[src/hdl/slt_pkg.sv]
package slt_pkg;

   localparam int CHAR_W = 8;
   localparam int STAGE_W = 3;
   localparam int ARG_W = 4;
   localparam int LIMIT_W = 4;
   localparam int REDIR_W = 2;
   localparam int KIND_W = 3;
   localparam int DATA_W = 32;

   localparam logic [LIMIT_W-1:0] STAGE_SLOTS = 4'd8;
   localparam logic [ARG_W-1:0] ARG_LAST = 4'd15;
   localparam logic [LIMIT_W-1:0] LIMIT_RESET = 4'd8;

   localparam logic [CHAR_W-1:0] CH_NUL = 8'h00;
   localparam logic [CHAR_W-1:0] CH_SPACE = 8'h20;
   localparam logic [CHAR_W-1:0] CH_TAB = 8'h09;
   localparam logic [CHAR_W-1:0] CH_NEWLINE = 8'h0A;
   localparam logic [CHAR_W-1:0] CH_HASH = 8'h23;
   localparam logic [CHAR_W-1:0] CH_PIPE = 8'h7C;
   localparam logic [CHAR_W-1:0] CH_GT = 8'h3E;
   localparam logic [CHAR_W-1:0] CH_DQUOTE = 8'h22;
   localparam logic [CHAR_W-1:0] CH_SQUOTE = 8'h27;

   typedef enum logic [KIND_W-1:0] {
      KIND_SKIP   = 3'd0,
      KIND_TOKEN  = 3'd1,
      KIND_PATH   = 3'd2,
      KIND_STAGE  = 3'd3,
      KIND_REDIR  = 3'd4,
      KIND_DONE   = 3'd5
   } kind_type;

   typedef enum logic [REDIR_W-1:0] {
      REDIR_NONE     = 2'd0,
      REDIR_TRUNCATE = 2'd1,
      REDIR_APPEND   = 2'd2
   } redir_type;

   typedef enum logic [7:0] {
      MODE_BETWEEN = 8'b0000_0001,
      MODE_WORD    = 8'b0000_0010,
      MODE_QUOTED  = 8'b0000_0100,
      MODE_GT      = 8'b0000_1000,
      MODE_SKIP    = 8'b0001_0000,
      MODE_PATH    = 8'b0010_0000,
      MODE_COMMENT = 8'b0100_0000,
      MODE_FAILED  = 8'b1000_0000
   } mode_type;

   typedef struct packed {
      logic [6:0]         pad;
      logic               failed;
      logic [LIMIT_W-1:0] stage_count;
      logic [REDIR_W-1:0] redirect_mode;
      logic               arg_dropped;
      logic               token_closed;
      logic               token_start;
      logic [ARG_W-1:0]   arg;
      logic [STAGE_W-1:0] stage;
      logic [CHAR_W-1:0]  char_out;
   } rsp_data_type;

   function automatic logic is_space(input logic [CHAR_W-1:0] c);
      return (c == CH_SPACE) || (c == CH_TAB) || (c == CH_NEWLINE);
   endfunction

endpackage

[src/hdl/shell_line_tokenizer.sv]
// channel | ports               | beat contents (lowest bit first)
// req     | req_tvalid/tready   | tdata: char_in[7:0]
// rsp     | rsp_tvalid/tready   | tdata: char_out .. failed (see port list), tuser: kind[2:0]
// csr     | csr_we              | csr_wdata: stage_limit[3:0]
// One byte per clock sustained while rsp_tready stays high; a req beat lands in the input
// register, and the whole scan step is one pass of logic from there to the result register.
// Synchronous reset clears the line state, empties both registers and sets stage_limit to 8.
// With rsp_tready low the result holds, one more byte waits in the input register,
// then req_tready drops until the result beat is taken.
module shell_line_tokenizer (
   input  logic        clock,
   input  logic        reset,
   input  logic        req_tvalid,
   output logic        req_tready,
   input  logic [7:0]  req_tdata,   // char_in[7:0]
   output logic        rsp_tvalid,
   input  logic        rsp_tready,
   output logic [31:0] rsp_tdata,   // char_out[7:0], stage[10:8], arg[14:11], token_start[15],
                                    // token_closed[16], arg_dropped[17], redirect_mode[19:18],
                                    // stage_count[23:20], failed[24], zero[31:25]
   output logic [2:0]  rsp_tuser,   // kind[2:0]
   input  logic        csr_we,
   input  logic [3:0]  csr_wdata    // stage_limit[3:0]
);

   logic [slt_pkg::LIMIT_W-1:0] limit_ff;

   logic                        in_valid_ff;
   logic [slt_pkg::CHAR_W-1:0]  in_char_ff;
   logic                        out_valid_ff;
   slt_pkg::rsp_data_type       out_data_ff, out_data_in;
   slt_pkg::kind_type           out_kind_ff, out_kind_in;

   slt_pkg::mode_type           mode_ff, mode_in;
   logic                        quote_single_ff, quote_single_in;
   logic [slt_pkg::STAGE_W-1:0] stage_ff, stage_in;
   logic [slt_pkg::ARG_W-1:0]   arg_count_ff, arg_count_in;
   slt_pkg::redir_type          redir_ff, redir_in;
   logic [slt_pkg::ARG_W-1:0]   tok_index_ff, tok_index_in;
   logic                        tok_dropped_ff, tok_dropped_in;

   logic                        advance;
   logic [slt_pkg::LIMIT_W-1:0] eff_limit;
   logic [slt_pkg::LIMIT_W-1:0] stage_next;

   assign advance    = in_valid_ff && (!out_valid_ff || rsp_tready);
   assign req_tready = !in_valid_ff || advance;
   assign rsp_tvalid = out_valid_ff;
   assign rsp_tdata  = out_data_ff;
   assign rsp_tuser  = out_kind_ff;

   assign eff_limit  = (limit_ff > slt_pkg::STAGE_SLOTS) ? slt_pkg::STAGE_SLOTS : limit_ff;
   assign stage_next = {1'b0, stage_ff} + 4'd1;

   always_comb begin
      logic                       between;
      logic                       start;
      logic                       closed;
      slt_pkg::kind_type          kind;
      logic [slt_pkg::CHAR_W-1:0] ch;
      logic [slt_pkg::CHAR_W-1:0] c;

      c               = in_char_ff;
      between         = 1'b0;
      start           = 1'b0;
      closed          = 1'b0;
      kind            = slt_pkg::KIND_SKIP;
      ch              = slt_pkg::CH_NUL;
      mode_in         = mode_ff;
      quote_single_in = quote_single_ff;
      stage_in        = stage_ff;
      arg_count_in    = arg_count_ff;
      redir_in        = redir_ff;
      tok_index_in    = tok_index_ff;
      tok_dropped_in  = tok_dropped_ff;
      out_data_in     = '0;

      if (c == slt_pkg::CH_NUL) begin
         closed = (mode_ff == slt_pkg::MODE_WORD) || (mode_ff == slt_pkg::MODE_QUOTED) ||
                  (mode_ff == slt_pkg::MODE_GT) || (mode_ff == slt_pkg::MODE_SKIP) ||
                  (mode_ff == slt_pkg::MODE_PATH);
         out_data_in.failed        = (mode_ff == slt_pkg::MODE_FAILED);
         out_data_in.stage         = stage_ff;
         out_data_in.arg           = arg_count_ff;
         out_data_in.redirect_mode = redir_ff;
         out_data_in.token_closed  = closed;
         if (mode_ff != slt_pkg::MODE_FAILED && !(stage_ff == '0 && arg_count_ff == '0)) begin
            out_data_in.stage_count = stage_next;
         end
         kind            = slt_pkg::KIND_DONE;
         mode_in         = slt_pkg::MODE_BETWEEN;
         quote_single_in = 1'b0;
         stage_in        = '0;
         arg_count_in    = '0;
         redir_in        = slt_pkg::REDIR_NONE;
         tok_index_in    = '0;
         tok_dropped_in  = 1'b0;
      end else begin
         unique case (mode_ff)
            slt_pkg::MODE_WORD: begin
               if (slt_pkg::is_space(c)) begin
                  closed  = 1'b1;
                  mode_in = slt_pkg::MODE_BETWEEN;
               end else if (c == slt_pkg::CH_PIPE || c == slt_pkg::CH_GT) begin
                  closed  = 1'b1;
                  mode_in = slt_pkg::MODE_BETWEEN;
                  between = 1'b1;
               end else begin
                  kind = slt_pkg::KIND_TOKEN;
                  ch   = c;
               end
            end
            slt_pkg::MODE_QUOTED: begin
               if (c == (quote_single_ff ? slt_pkg::CH_SQUOTE : slt_pkg::CH_DQUOTE)) begin
                  closed  = 1'b1;
                  mode_in = slt_pkg::MODE_BETWEEN;
               end else begin
                  kind = slt_pkg::KIND_TOKEN;
                  ch   = c;
               end
            end
            slt_pkg::MODE_GT, slt_pkg::MODE_SKIP: begin
               if (mode_ff == slt_pkg::MODE_GT && c == slt_pkg::CH_GT) begin
                  redir_in = slt_pkg::REDIR_APPEND;
                  kind     = slt_pkg::KIND_REDIR;
                  mode_in  = slt_pkg::MODE_SKIP;
               end else if (c == slt_pkg::CH_SPACE || c == slt_pkg::CH_TAB) begin
                  mode_in = slt_pkg::MODE_SKIP;
               end else if (c == slt_pkg::CH_NEWLINE) begin
                  closed  = 1'b1;
                  mode_in = slt_pkg::MODE_BETWEEN;
               end else begin
                  kind    = slt_pkg::KIND_PATH;
                  ch      = c;
                  mode_in = slt_pkg::MODE_PATH;
               end
            end
            slt_pkg::MODE_PATH: begin
               if (slt_pkg::is_space(c)) begin
                  closed  = 1'b1;
                  mode_in = slt_pkg::MODE_BETWEEN;
               end else begin
                  kind = slt_pkg::KIND_PATH;
                  ch   = c;
               end
            end
            slt_pkg::MODE_COMMENT, slt_pkg::MODE_FAILED: begin
            end
            default: begin
               between = 1'b1;
            end
         endcase

         if (between) begin
            priority if (slt_pkg::is_space(c)) begin
            end else if (c == slt_pkg::CH_HASH) begin
               mode_in = slt_pkg::MODE_COMMENT;
            end else if (c == slt_pkg::CH_PIPE) begin
               kind = slt_pkg::KIND_STAGE;
               if (stage_next >= eff_limit) begin
                  mode_in = slt_pkg::MODE_FAILED;
               end else begin
                  stage_in     = stage_next[slt_pkg::STAGE_W-1:0];
                  arg_count_in = '0;
               end
            end else if (c == slt_pkg::CH_GT) begin
               kind     = slt_pkg::KIND_REDIR;
               redir_in = slt_pkg::REDIR_TRUNCATE;
               mode_in  = slt_pkg::MODE_GT;
            end else begin
               start          = 1'b1;
               tok_index_in   = arg_count_ff;
               tok_dropped_in = (arg_count_ff >= slt_pkg::ARG_LAST);
               if (arg_count_ff < slt_pkg::ARG_LAST) begin
                  arg_count_in = arg_count_ff + 4'd1;
               end
               if (c == slt_pkg::CH_DQUOTE || c == slt_pkg::CH_SQUOTE) begin
                  quote_single_in = (c == slt_pkg::CH_SQUOTE);
                  mode_in         = slt_pkg::MODE_QUOTED;
               end else begin
                  mode_in = slt_pkg::MODE_WORD;
                  kind    = slt_pkg::KIND_TOKEN;
                  ch      = c;
               end
            end
         end

         out_data_in.char_out      = ch;
         out_data_in.stage         = stage_in;
         out_data_in.token_start   = start;
         out_data_in.token_closed  = closed;
         out_data_in.redirect_mode = redir_in;
         out_data_in.failed        = (mode_in == slt_pkg::MODE_FAILED);
         if (kind == slt_pkg::KIND_TOKEN || start) begin
            out_data_in.arg         = tok_index_in;
            out_data_in.arg_dropped = tok_dropped_in;
         end else begin
            out_data_in.arg = arg_count_in;
         end
      end
      out_kind_in = kind;
   end

   always_ff @(posedge clock) begin
      if (reset) begin
         limit_ff        <= slt_pkg::LIMIT_RESET;
         in_valid_ff     <= 1'b0;
         out_valid_ff    <= 1'b0;
         mode_ff         <= slt_pkg::MODE_BETWEEN;
         quote_single_ff <= 1'b0;
         stage_ff        <= '0;
         arg_count_ff    <= '0;
         redir_ff        <= slt_pkg::REDIR_NONE;
         tok_index_ff    <= '0;
         tok_dropped_ff  <= 1'b0;
      end else begin
         if (csr_we) begin
            limit_ff <= csr_wdata;
         end
         if (req_tvalid && req_tready) begin
            in_valid_ff <= 1'b1;
         end else if (advance) begin
            in_valid_ff <= 1'b0;
         end
         if (advance) begin
            out_valid_ff    <= 1'b1;
            mode_ff         <= mode_in;
            quote_single_ff <= quote_single_in;
            stage_ff        <= stage_in;
            arg_count_ff    <= arg_count_in;
            redir_ff        <= redir_in;
            tok_index_ff    <= tok_index_in;
            tok_dropped_ff  <= tok_dropped_in;
         end else if (rsp_tready) begin
            out_valid_ff <= 1'b0;
         end
      end
   end

   always_ff @(posedge clock) begin
      if (req_tvalid && req_tready) begin
         in_char_ff <= req_tdata;
      end
      if (advance) begin
         out_data_ff <= out_data_in;
         out_kind_ff <= out_kind_in;
      end
   end

`ifndef SYNTH
   assert property (@(posedge clock) disable iff (reset)
      rsp_tvalid |-> rsp_tuser <= slt_pkg::KIND_DONE)
      else $error("result kind out of range");

   assert property (@(posedge clock) disable iff (reset)
      rsp_tvalid && rsp_tdata[23:20] != 4'd0 |-> rsp_tuser == slt_pkg::KIND_DONE
         && rsp_tdata[24] == 1'b0)
      else $error("stage count outside a finished line");

   assert property (@(posedge clock) disable iff (reset)
      advance && in_char_ff == slt_pkg::CH_NUL |=> mode_ff == slt_pkg::MODE_BETWEEN
         && stage_ff == '0 && arg_count_ff == '0 && redir_ff == slt_pkg::REDIR_NONE)
      else $error("line state not cleared at line end");

   assert property (@(posedge clock) disable iff (reset)
      mode_ff == slt_pkg::MODE_FAILED |-> stage_next >= eff_limit || $past(csr_we))
      else $error("failed line below stage limit");

   assert property (@(posedge clock) disable iff (reset)
      advance |=> rsp_tvalid)
      else $error("scanned byte produced no result");
`endif

endmodule

[config.mk]
export PLATFORM = sky130hd
export DESIGN_NAME = shell_line_tokenizer
export DESIGN_NICKNAME = d
export VERILOG_FILES = /design/src/hdl/slt_pkg.sv /design/src/hdl/shell_line_tokenizer.sv
export SDC_FILE = /design/constraint.sdc
export NUM_CORES = 1
export LEC_CHECK = 0
export BUFFER_PORTS_ARGS = -buffer_cell sky130_fd_sc_hd__buf_4
export CORE_ASPECT_RATIO = 1.1
export CORE_UTILIZATION = 40
export CTS_BUF_LIST = sky130_fd_sc_hd__clkbuf_8
export DETAILED_ROUTE_END_ITERATION = 6
export PLACE_DENSITY = 0.68
export SETUP_SLACK_MARGIN = 0.2
export SYNTH_ARGS = -nofsm -noshare
export SYNTH_HDL_FRONTEND = slang
export SYNTH_SLANG_ARGS = --single-unit
[constraint.sdc]
create_clock -name clock -period 3.1 [get_ports clock]
set_input_delay 0 -clock clock [delete_from_list [all_inputs] [get_ports clock]]
set_output_delay 0 -clock clock [all_outputs]
set_load 0.01 [all_outputs]
==> results of run 1 <==
## power by group through the flow
stage	Sequential [W]	Combinational [W]	Clock, W
global route	0.000976	0.000227	0.000657
detailed placement	0.000989	0.000180	0
CTS	0.000971	0.000201	0.000624
global placement	0.000989	0.000178	0
floorplan	0.000984	0.000122	0
finish	0.000971	0.000208	0.000611
## layer usage
metal	global-route usage, %	share of wire, %	up-vias
met5	0	0	-
met4	7.45	1.4	0
met3	4.09	5.2	9
met2	31.6	48	86
met1	23.9	46	1375
li1	-	-	1455
## final timing paths
| path | cells past startpoint | slack (ps) | endpoint | startpoint |
|---|---|---|---|---|
| worst min-delay path | 2 | 40 | redir_ff[0]$_SDFFE_PP0P_ | reset |
| worst max-delay path | 8 | 370 | rsp_tdata[7]$_SDFFCE_PP0P_ | in_char_ff[0]$_DFFE_PP_ |
| worst max register to register | 8 | 370 | rsp_tdata[7]$_SDFFCE_PP0P_ | in_char_ff[0]$_DFFE_PP_ |
| worst min register to register | 2 | 510 | stage_ff[1]$_SDFFE_PP0P_ | stage_ff[1]$_SDFFE_PP0P_ |
## metrics by stage
| step | std cells | cell area [um2] | utilization, % | hold WS (ps) | setup WS, ps |
|---|---|---|---|---|---|
| floorplan | 369 | 3530 | - | 98.9 | 624 |
| global placement | 508 | 3920 | 46.3 | 179 | 384 |
| global route | 545 | 4310 | 51.0 | 42.8 | 222 |
| finish | 545 | 4310 | 51.0 | 35.2 | 373 |
| detailed placement | 508 | 3920 | 46.3 | 179 | 256 |
| CTS | 543 | 4270 | 50.5 | 29.9 | 262 |
## cell usage in the layout, fill, tap and decap left out, drive strengths merged, types with 4 or more instances in the layout
master	count
clkinv	5
nor2	34
mux2i	6
inv	16
o221ai	4
xnor2	6
a21oi	24
buf	55
and3	9
nand3	15
dlygate4sd3	19
conb	7
a31oi	4
nor2b	8
nand2	26
ha	8
clkbuf	10
nor3	14
nand2b	7
a22oi	7
xor2	4
dfxtp	29
nor4	9
and2	8
edfxtp	36
o21ai	19
## cell families (layout without fill, tap and decap cells)
logic type	count (synthesis)	after routing	share of synthesized area (%)
compound gates	86	86	17.0
simple gates	147	147	22.6
fa+ha+maj	8	8	2.86
buf+inv	40	105	5.85
mux	6	6	1.71
other cells	1	7	0.107
flops	65	65	47.4
xor+xnor	10	10	2.50
## sequential cells by signal, indices dropped and copies added, names as in the netlist
name and flops:
in_valid_ff 1, limit_ff 4, mode_ff 8, quote_single_ff 1
tok_index_ff 4, rsp_tdata 25, in_char_ff 8, rsp_tvalid 1
tok_dropped_ff 1, rsp_tuser 3, arg_count_ff 4, redir_ff 2
stage_ff 3
## what timing repair did
action / in CTS / in global routing
endpoints found under the hold margin: 14 / 0
resized for setup: 0 / 4
buffers inserted: 0 / 2
hold buffers: 19 / 0
endpoints found under the setup margin: 0 / 14
## area by class of cell
| cell class | count | area share (%) |
|---|---|---|
| multi-input combinational | 264 | 39.2 |
| inverter | 15 | 1.31 |
| clock inverter | 6 | 0.638 |
| tap | 111 | 3.22 |
| sequential | 65 | 38.5 |
| timing repair buffer | 74 | 14.0 |
| clock buffer | 10 | 3.19 |
==> flow_summary.yaml, run 1 <==
job:
  drv.max_cap_violation_count: 0
global_routing:
  grt_first_pass_wirelength_um: 13400
  grt_pass1_vias: 2741
  antenna_found_initial: 0
  grt.overflow.total: 0
  grt_start_max_net_pins: 36
  grt.total_usage_pct: 18.9
sta:
  fin_crit_sh_pct: 88.0
  final_number_of_hold_violating_endpoints: 0
  shortest_clock_period_the_worst_path_allows_after_layout_ps: 2730
  worst_slew_pin_slew_ps: 637
  slew_violations: 0
  timing.fmax_mhz: 367
  final-setup-viol-count: 0
  totalNegativeSetupSlack_ps: 0
  rsz0062_at_grt: "false"
  final.setup_skew_ps: 8.62
  slew-limit-headroom_pct: 57.5
floorplanning:
  die_height_um: 100
  floorplan.initialDensity_pct: 41.5
  core.rowCount: 35
  die_w_um: 91.3
  core_um2: 8450
  dieArea_um2: 9140
  ios: 54
cells_and_area:
  fill_cells: 788
  drive_gt1_share_pct: 19.8
  number_of_nets_in_the_layout: 454
  area_growth_syn_to_layout_pct: 23.1
  antenna-diode-count: 0
  multi_input_area_um2: 1690
  regArea_um2: 1660
routing:
  vias_per_cell: 5.37
  dr.first_iter.drc_count: 187
  routedWlPerCell_um: 15.3
  detailedRoute.firstPassIterationCount: 4
  antenna_violating_nets_post_route: 0
  drcViolationCount: 0
  routed-via-count: 2925
  routed_wirelength_um: 8350
power:
  pint_w: 0.00134
  total_leakage_power_nw: 1.64
  netSwitchingFraction_pct: 25.2
  power_consumption_w: 0.00179
  power_density_nw_per_um2: 415
  comb_power_share_pct: 11.6
  max-vdd-ir-drop_uv: 223
  pwr-share-clk_pct: 34.1
  seqPwrFrac_pct: 54.2
  switchingPower_w: 0.000451
yosys:
  yosys_register_bits: 65
  ys_types: 64
  synth_top_area_share_pct: 30.8
  ys_top_cells_by_count: "sky130_fd_sc_hd__edfxtp_1 (36), sky130_fd_sc_hd__nor2_1 (33), sky130_fd_sc_hd__dfxtp_1 (29)"
  ys_seq_area_share_pct: 47.4
  synth.yosys.warnings: 0
  synthArstFlopShare_pct: 0
  yosys.area.top_type: "sky130_fd_sc_hd__edfxtp_1"
  synthesis.area_per_instance_um2: 9.66
  synth-edff-count: 36
  syn_area_um2: 3510
  ys_top_cells_by_area: "sky130_fd_sc_hd__edfxtp_1 (31%), sky130_fd_sc_hd__dfxtp_1 (17%), sky130_fd_sc_hd__nor2_1 (3.5%)"
  postSynthCellCount: 363
  synth.most_common_cell: "sky130_fd_sc_hd__edfxtp_1"
  dominantRegCellSynth: "sky130_fd_sc_hd__edfxtp_1"
place:
  hpwl_um: 5760
  finalWeightedCongestion: 0.886
  io_buffers: 46
critical_path:
  crit_path_frequent_cell: "sky130_fd_sc_hd__nor4_2"
  setup.worst_path.class: "reg -> reg"
  path_delay_family: "simple AND/OR/NAND/NOR gates"
  cp_data_arrival_time_ps: 2810
  cp_slowest_cell: "sky130_fd_sc_hd__edfxtp_1"
  start_kind: "register"
  cp.required_ps: 3190
  timing.critical_path.cells: "buf_4 -> or3b_2 -> nor4_2 -> nand4_1 -> a21oi_1 -> nor2_1 -> nor4_2 -> nor2b_1"
  critical_path_buf_inv_count: 1
  cpPeakStageDelay_ps: 540
  critical_path_end_type: "register"
  timing.critical_path.fanout_max: 9
outcome:
  outcome: "finished clean"
clocking:
  cts.root.buffer_cell: "sky130_fd_sc_hd__clkbuf_8"
  numCtsBuffers: 9
  htree_num_levels: 3
  path_clk_slew_ps: 70
  clk_latency_ps: 340
  cts_tree: "yes"
  clock_tree.buffer_depth: 2
  cts_sinks: 65
min_path:
  hold_path.class: "in -> reg"
No activity file was read; power rests on OpenSTA's default activity.
==> run 2: changes to the inputs <==
- BUFFER_PORTS_ARGS: -buffer_cell sky130_fd_sc_hd__buf_4 -> unset
- DONT_BUFFER_PORTS: unset -> 1
- PLACE_DENSITY: 0.68 -> 0.62
==> run 2 against run 1 <==
Against the previous run:
- final cell count decreased by 8.6%
- wire length decreased by 0.61%
- register-to-register slack improved by 30 ps
- sequential cell count unchanged
- via count decreased by 2.6%
- final area decreased by 5.7%
- largest power group unchanged
- total power increased by 16%
- critical path type unchanged
- fmax increased by 1.3%
- core utilization decreased by 2.9 points
- worst hold slack improved by 46 ps
- setup slack improved by 35 ps
- clock skew increased by 2.8 ps
==> flow_summary.yaml, run 2 (synthesized netlist as in run 1, its figures left out) <==
min_path:
  holdCritStartpoint: "req_tvalid"
  min_to: "in_char_ff[5]$_DFFE_PP_"
  hold_path_depth: 1
  hold_path.class: "in -> reg"
place:
  finalWeightedCongestion: 0.893
  io_buffers: 0
  hpwl_um: 5560
critical_path:
  cp.required_ps: 3290
  critical_path_end_type: "register"
  r2r_start: "stage_ff[0]$_SDFFE_PP0P_"
  cp_slowest_cell: "sky130_fd_sc_hd__dfxtp_1"
  critical_path.reg2reg.endpoint: "mode_ff[2]$_SDFFE_PP0P_"
  start_kind: "register"
  cpPeakStageDelay_ps: 410
  setup.worst_path.class: "reg -> reg"
  crit_path_frequent_cell: "sky130_fd_sc_hd__ha_1"
  timing.critical_path.fanout_max: 5
  reg2regPathDepth: 10
  cp_data_arrival_time_ps: 2880
  r2r_slack_ps: 410
  timing.critical_path.cells: "inv_1 -> ha_1 -> ha_1 -> a21oi_1 -> o21ai_0 -> buf_4 -> o221ai_1 -> and2_1 -> a22oi_1 -> o32ai_1"
routing:
  routedWlPerCell_um: 16.7
  antenna_violating_nets_post_route: 0
  routed-via-count: 2850
  vias_per_cell: 5.72
  dr.first_iter.drc_count: 299
  detailedRoute.firstPassIterationCount: 5
  drcViolationCount: 0
  routed_wirelength_um: 8300
job:
  drv.max_cap_violation_count: 0
cells_and_area:
  largest_reg_flops: 25
  drive_gt1_share_pct: 10.6
  mostFrequentLayoutCell: "sky130_fd_sc_hd__edfxtp_1"
  number_of_nets_in_the_layout: 407
  antenna-diode-count: 0
  final_cell_mix: "sky130_fd_sc_hd__edfxtp_1 (36), sky130_fd_sc_hd__nor2_1 (33), sky130_fd_sc_hd__dfxtp_1 (29)"
  fill_cells: 790
  area_growth_syn_to_layout_pct: 16.0
clocking:
  cts_tree: "yes"
  path_clk_slew_ps: 70
  clk_latency_ps: 350
  cts.root.buffer_cell: "sky130_fd_sc_hd__clkbuf_8"
  cts_sinks: 65
  clock_tree.buffer_depth: 2
  numCtsBuffers: 9
  htree_num_levels: 3
  post_cts.repair.setup_buffers: 0
sta:
  fin_crit_sh_pct: 86.8
  final.setup_skew_ps: 11.4
  shortest_clock_period_the_worst_path_allows_after_layout_ps: 2690
  timing.fmax_mhz: 371
  worst_slew_pin_slew_ps: 1150
  totalNegativeSetupSlack_ps: 0
  slew-limit-headroom_pct: 22.9
  final_number_of_hold_violating_endpoints: 0
  rsz0062_at_grt: "true"
  slew_violations: 0
  final-setup-viol-count: 0
global_routing:
  grt.total_usage_pct: 19.2
  grt_pass1_vias: 2615
  grt_first_pass_wirelength_um: 13400
  grt_start_max_net_pins: 36
  grt.overflow.total: 0
  antenna_found_initial: 0
power:
  power_consumption_w: 0.00208
  max-vdd-ir-drop_uv: 295
  power_density_nw_per_um2: 512
  total_leakage_power_nw: 1.45
floorplanning:
  core.rowCount: 35
  core_um2: 8450
  ios: 54
  dieArea_um2: 9140
  die_w_um: 91.3
  die_height_um: 100
  floorplan.initialDensity_pct: 41.5
outcome:
  outcome: "finished clean"
run 2: worst max path at each step:
stage	startpoint	endpoint	slack (ps)	cells after the start
after CTS	in_char_ff[1]$_DFFE_PP_	rsp_tdata[4]$_SDFFCE_PP0P_	230	7
after floorplan	stage_ff[0]$_SDFFE_PP0P_	mode_ff[2]$_SDFFE_PP0P_	620	9
after detailed placement	in_char_ff[0]$_DFFE_PP_	rsp_tdata[4]$_SDFFCE_PP0P_	230	8
final	stage_ff[0]$_SDFFE_PP0P_	mode_ff[2]$_SDFFE_PP0P_	410	10
after global routing	in_char_ff[5]$_DFFE_PP_	stage_ff[0]$_SDFFE_PP0P_	190	8
after global placement	in_char_ff[1]$_DFFE_PP_	rsp_tdata[6]$_SDFFCE_PP0P_	420	7
run 2: power by group:
group / internal (W) / leakage (nW) / switching, W
sequential: 0.000944 / 0.576 / 0.0000365
clock: 0.000610 / 0.132 / 0.000331
combinational: 0.0000659 / 0.740 / 0.0000958
total: 0.00162 / 1.45 / 0.000463
run 2: stage by stage:
| step | area [um2] | setup slack [ps] | hold WS (ps) | std cells | util (%) |
|---|---|---|---|---|---|
| final | 4070 | 408 | 80.8 | 498 | 48.1 |
| after global routing | 4070 | 193 | 74.7 | 498 | 48.1 |
| after CTS | 4030 | 230 | 70.6 | 498 | 47.7 |
| after detailed placement | 3580 | 235 | 74.5 | 463 | 42.3 |
| after global placement | 3580 | 425 | 74.4 | 463 | 42.3 |
| after floorplan | 3530 | 624 | 98.9 | 369 | - |
run 2: what timing repair did:
action,4_1_cts,5_1_grt
gates resized for setup,0,6
hold endpoints to repair,37,0
endpoints found under the setup margin,0,19
hold buffers,19,0
run 2: layer usage:
| layer | GRT usage [%] | vias up | routed length, um |
|---|---|---|---|
| met5 | 0 | - | 0 |
| met3 | 5.08 | 18 | 592 |
| met1 | 25.0 | 1358 | 3820 |
| met4 | 9.28 | 0 | 180 |
| li1 | - | 1363 | - |
| met2 | 29.8 | 111 | 3700 |
run 2: worst max-delay path, delay by kind of cell, from the launching register on:
kind,cells,cell delay [ps]
flops,1,410
buf+inv,2,290
fa+ha+maj,2,650
simple gates,1,250
compound gates,5,920
run 2: cell type report:
cell class | count | area (um2) | share of cell area [%]
timing repair buffer | 27 | 250 | 6.15
inverter | 15 | 56.3 | 1.38
clock inverter | 7 | 135 | 3.32
tap | 111 | 139 | 3.41
sequential | 65 | 1660 | 40.8
clock buffer | 9 | 124 | 3.05
multi-input combinational | 264 | 1700 | 41.8
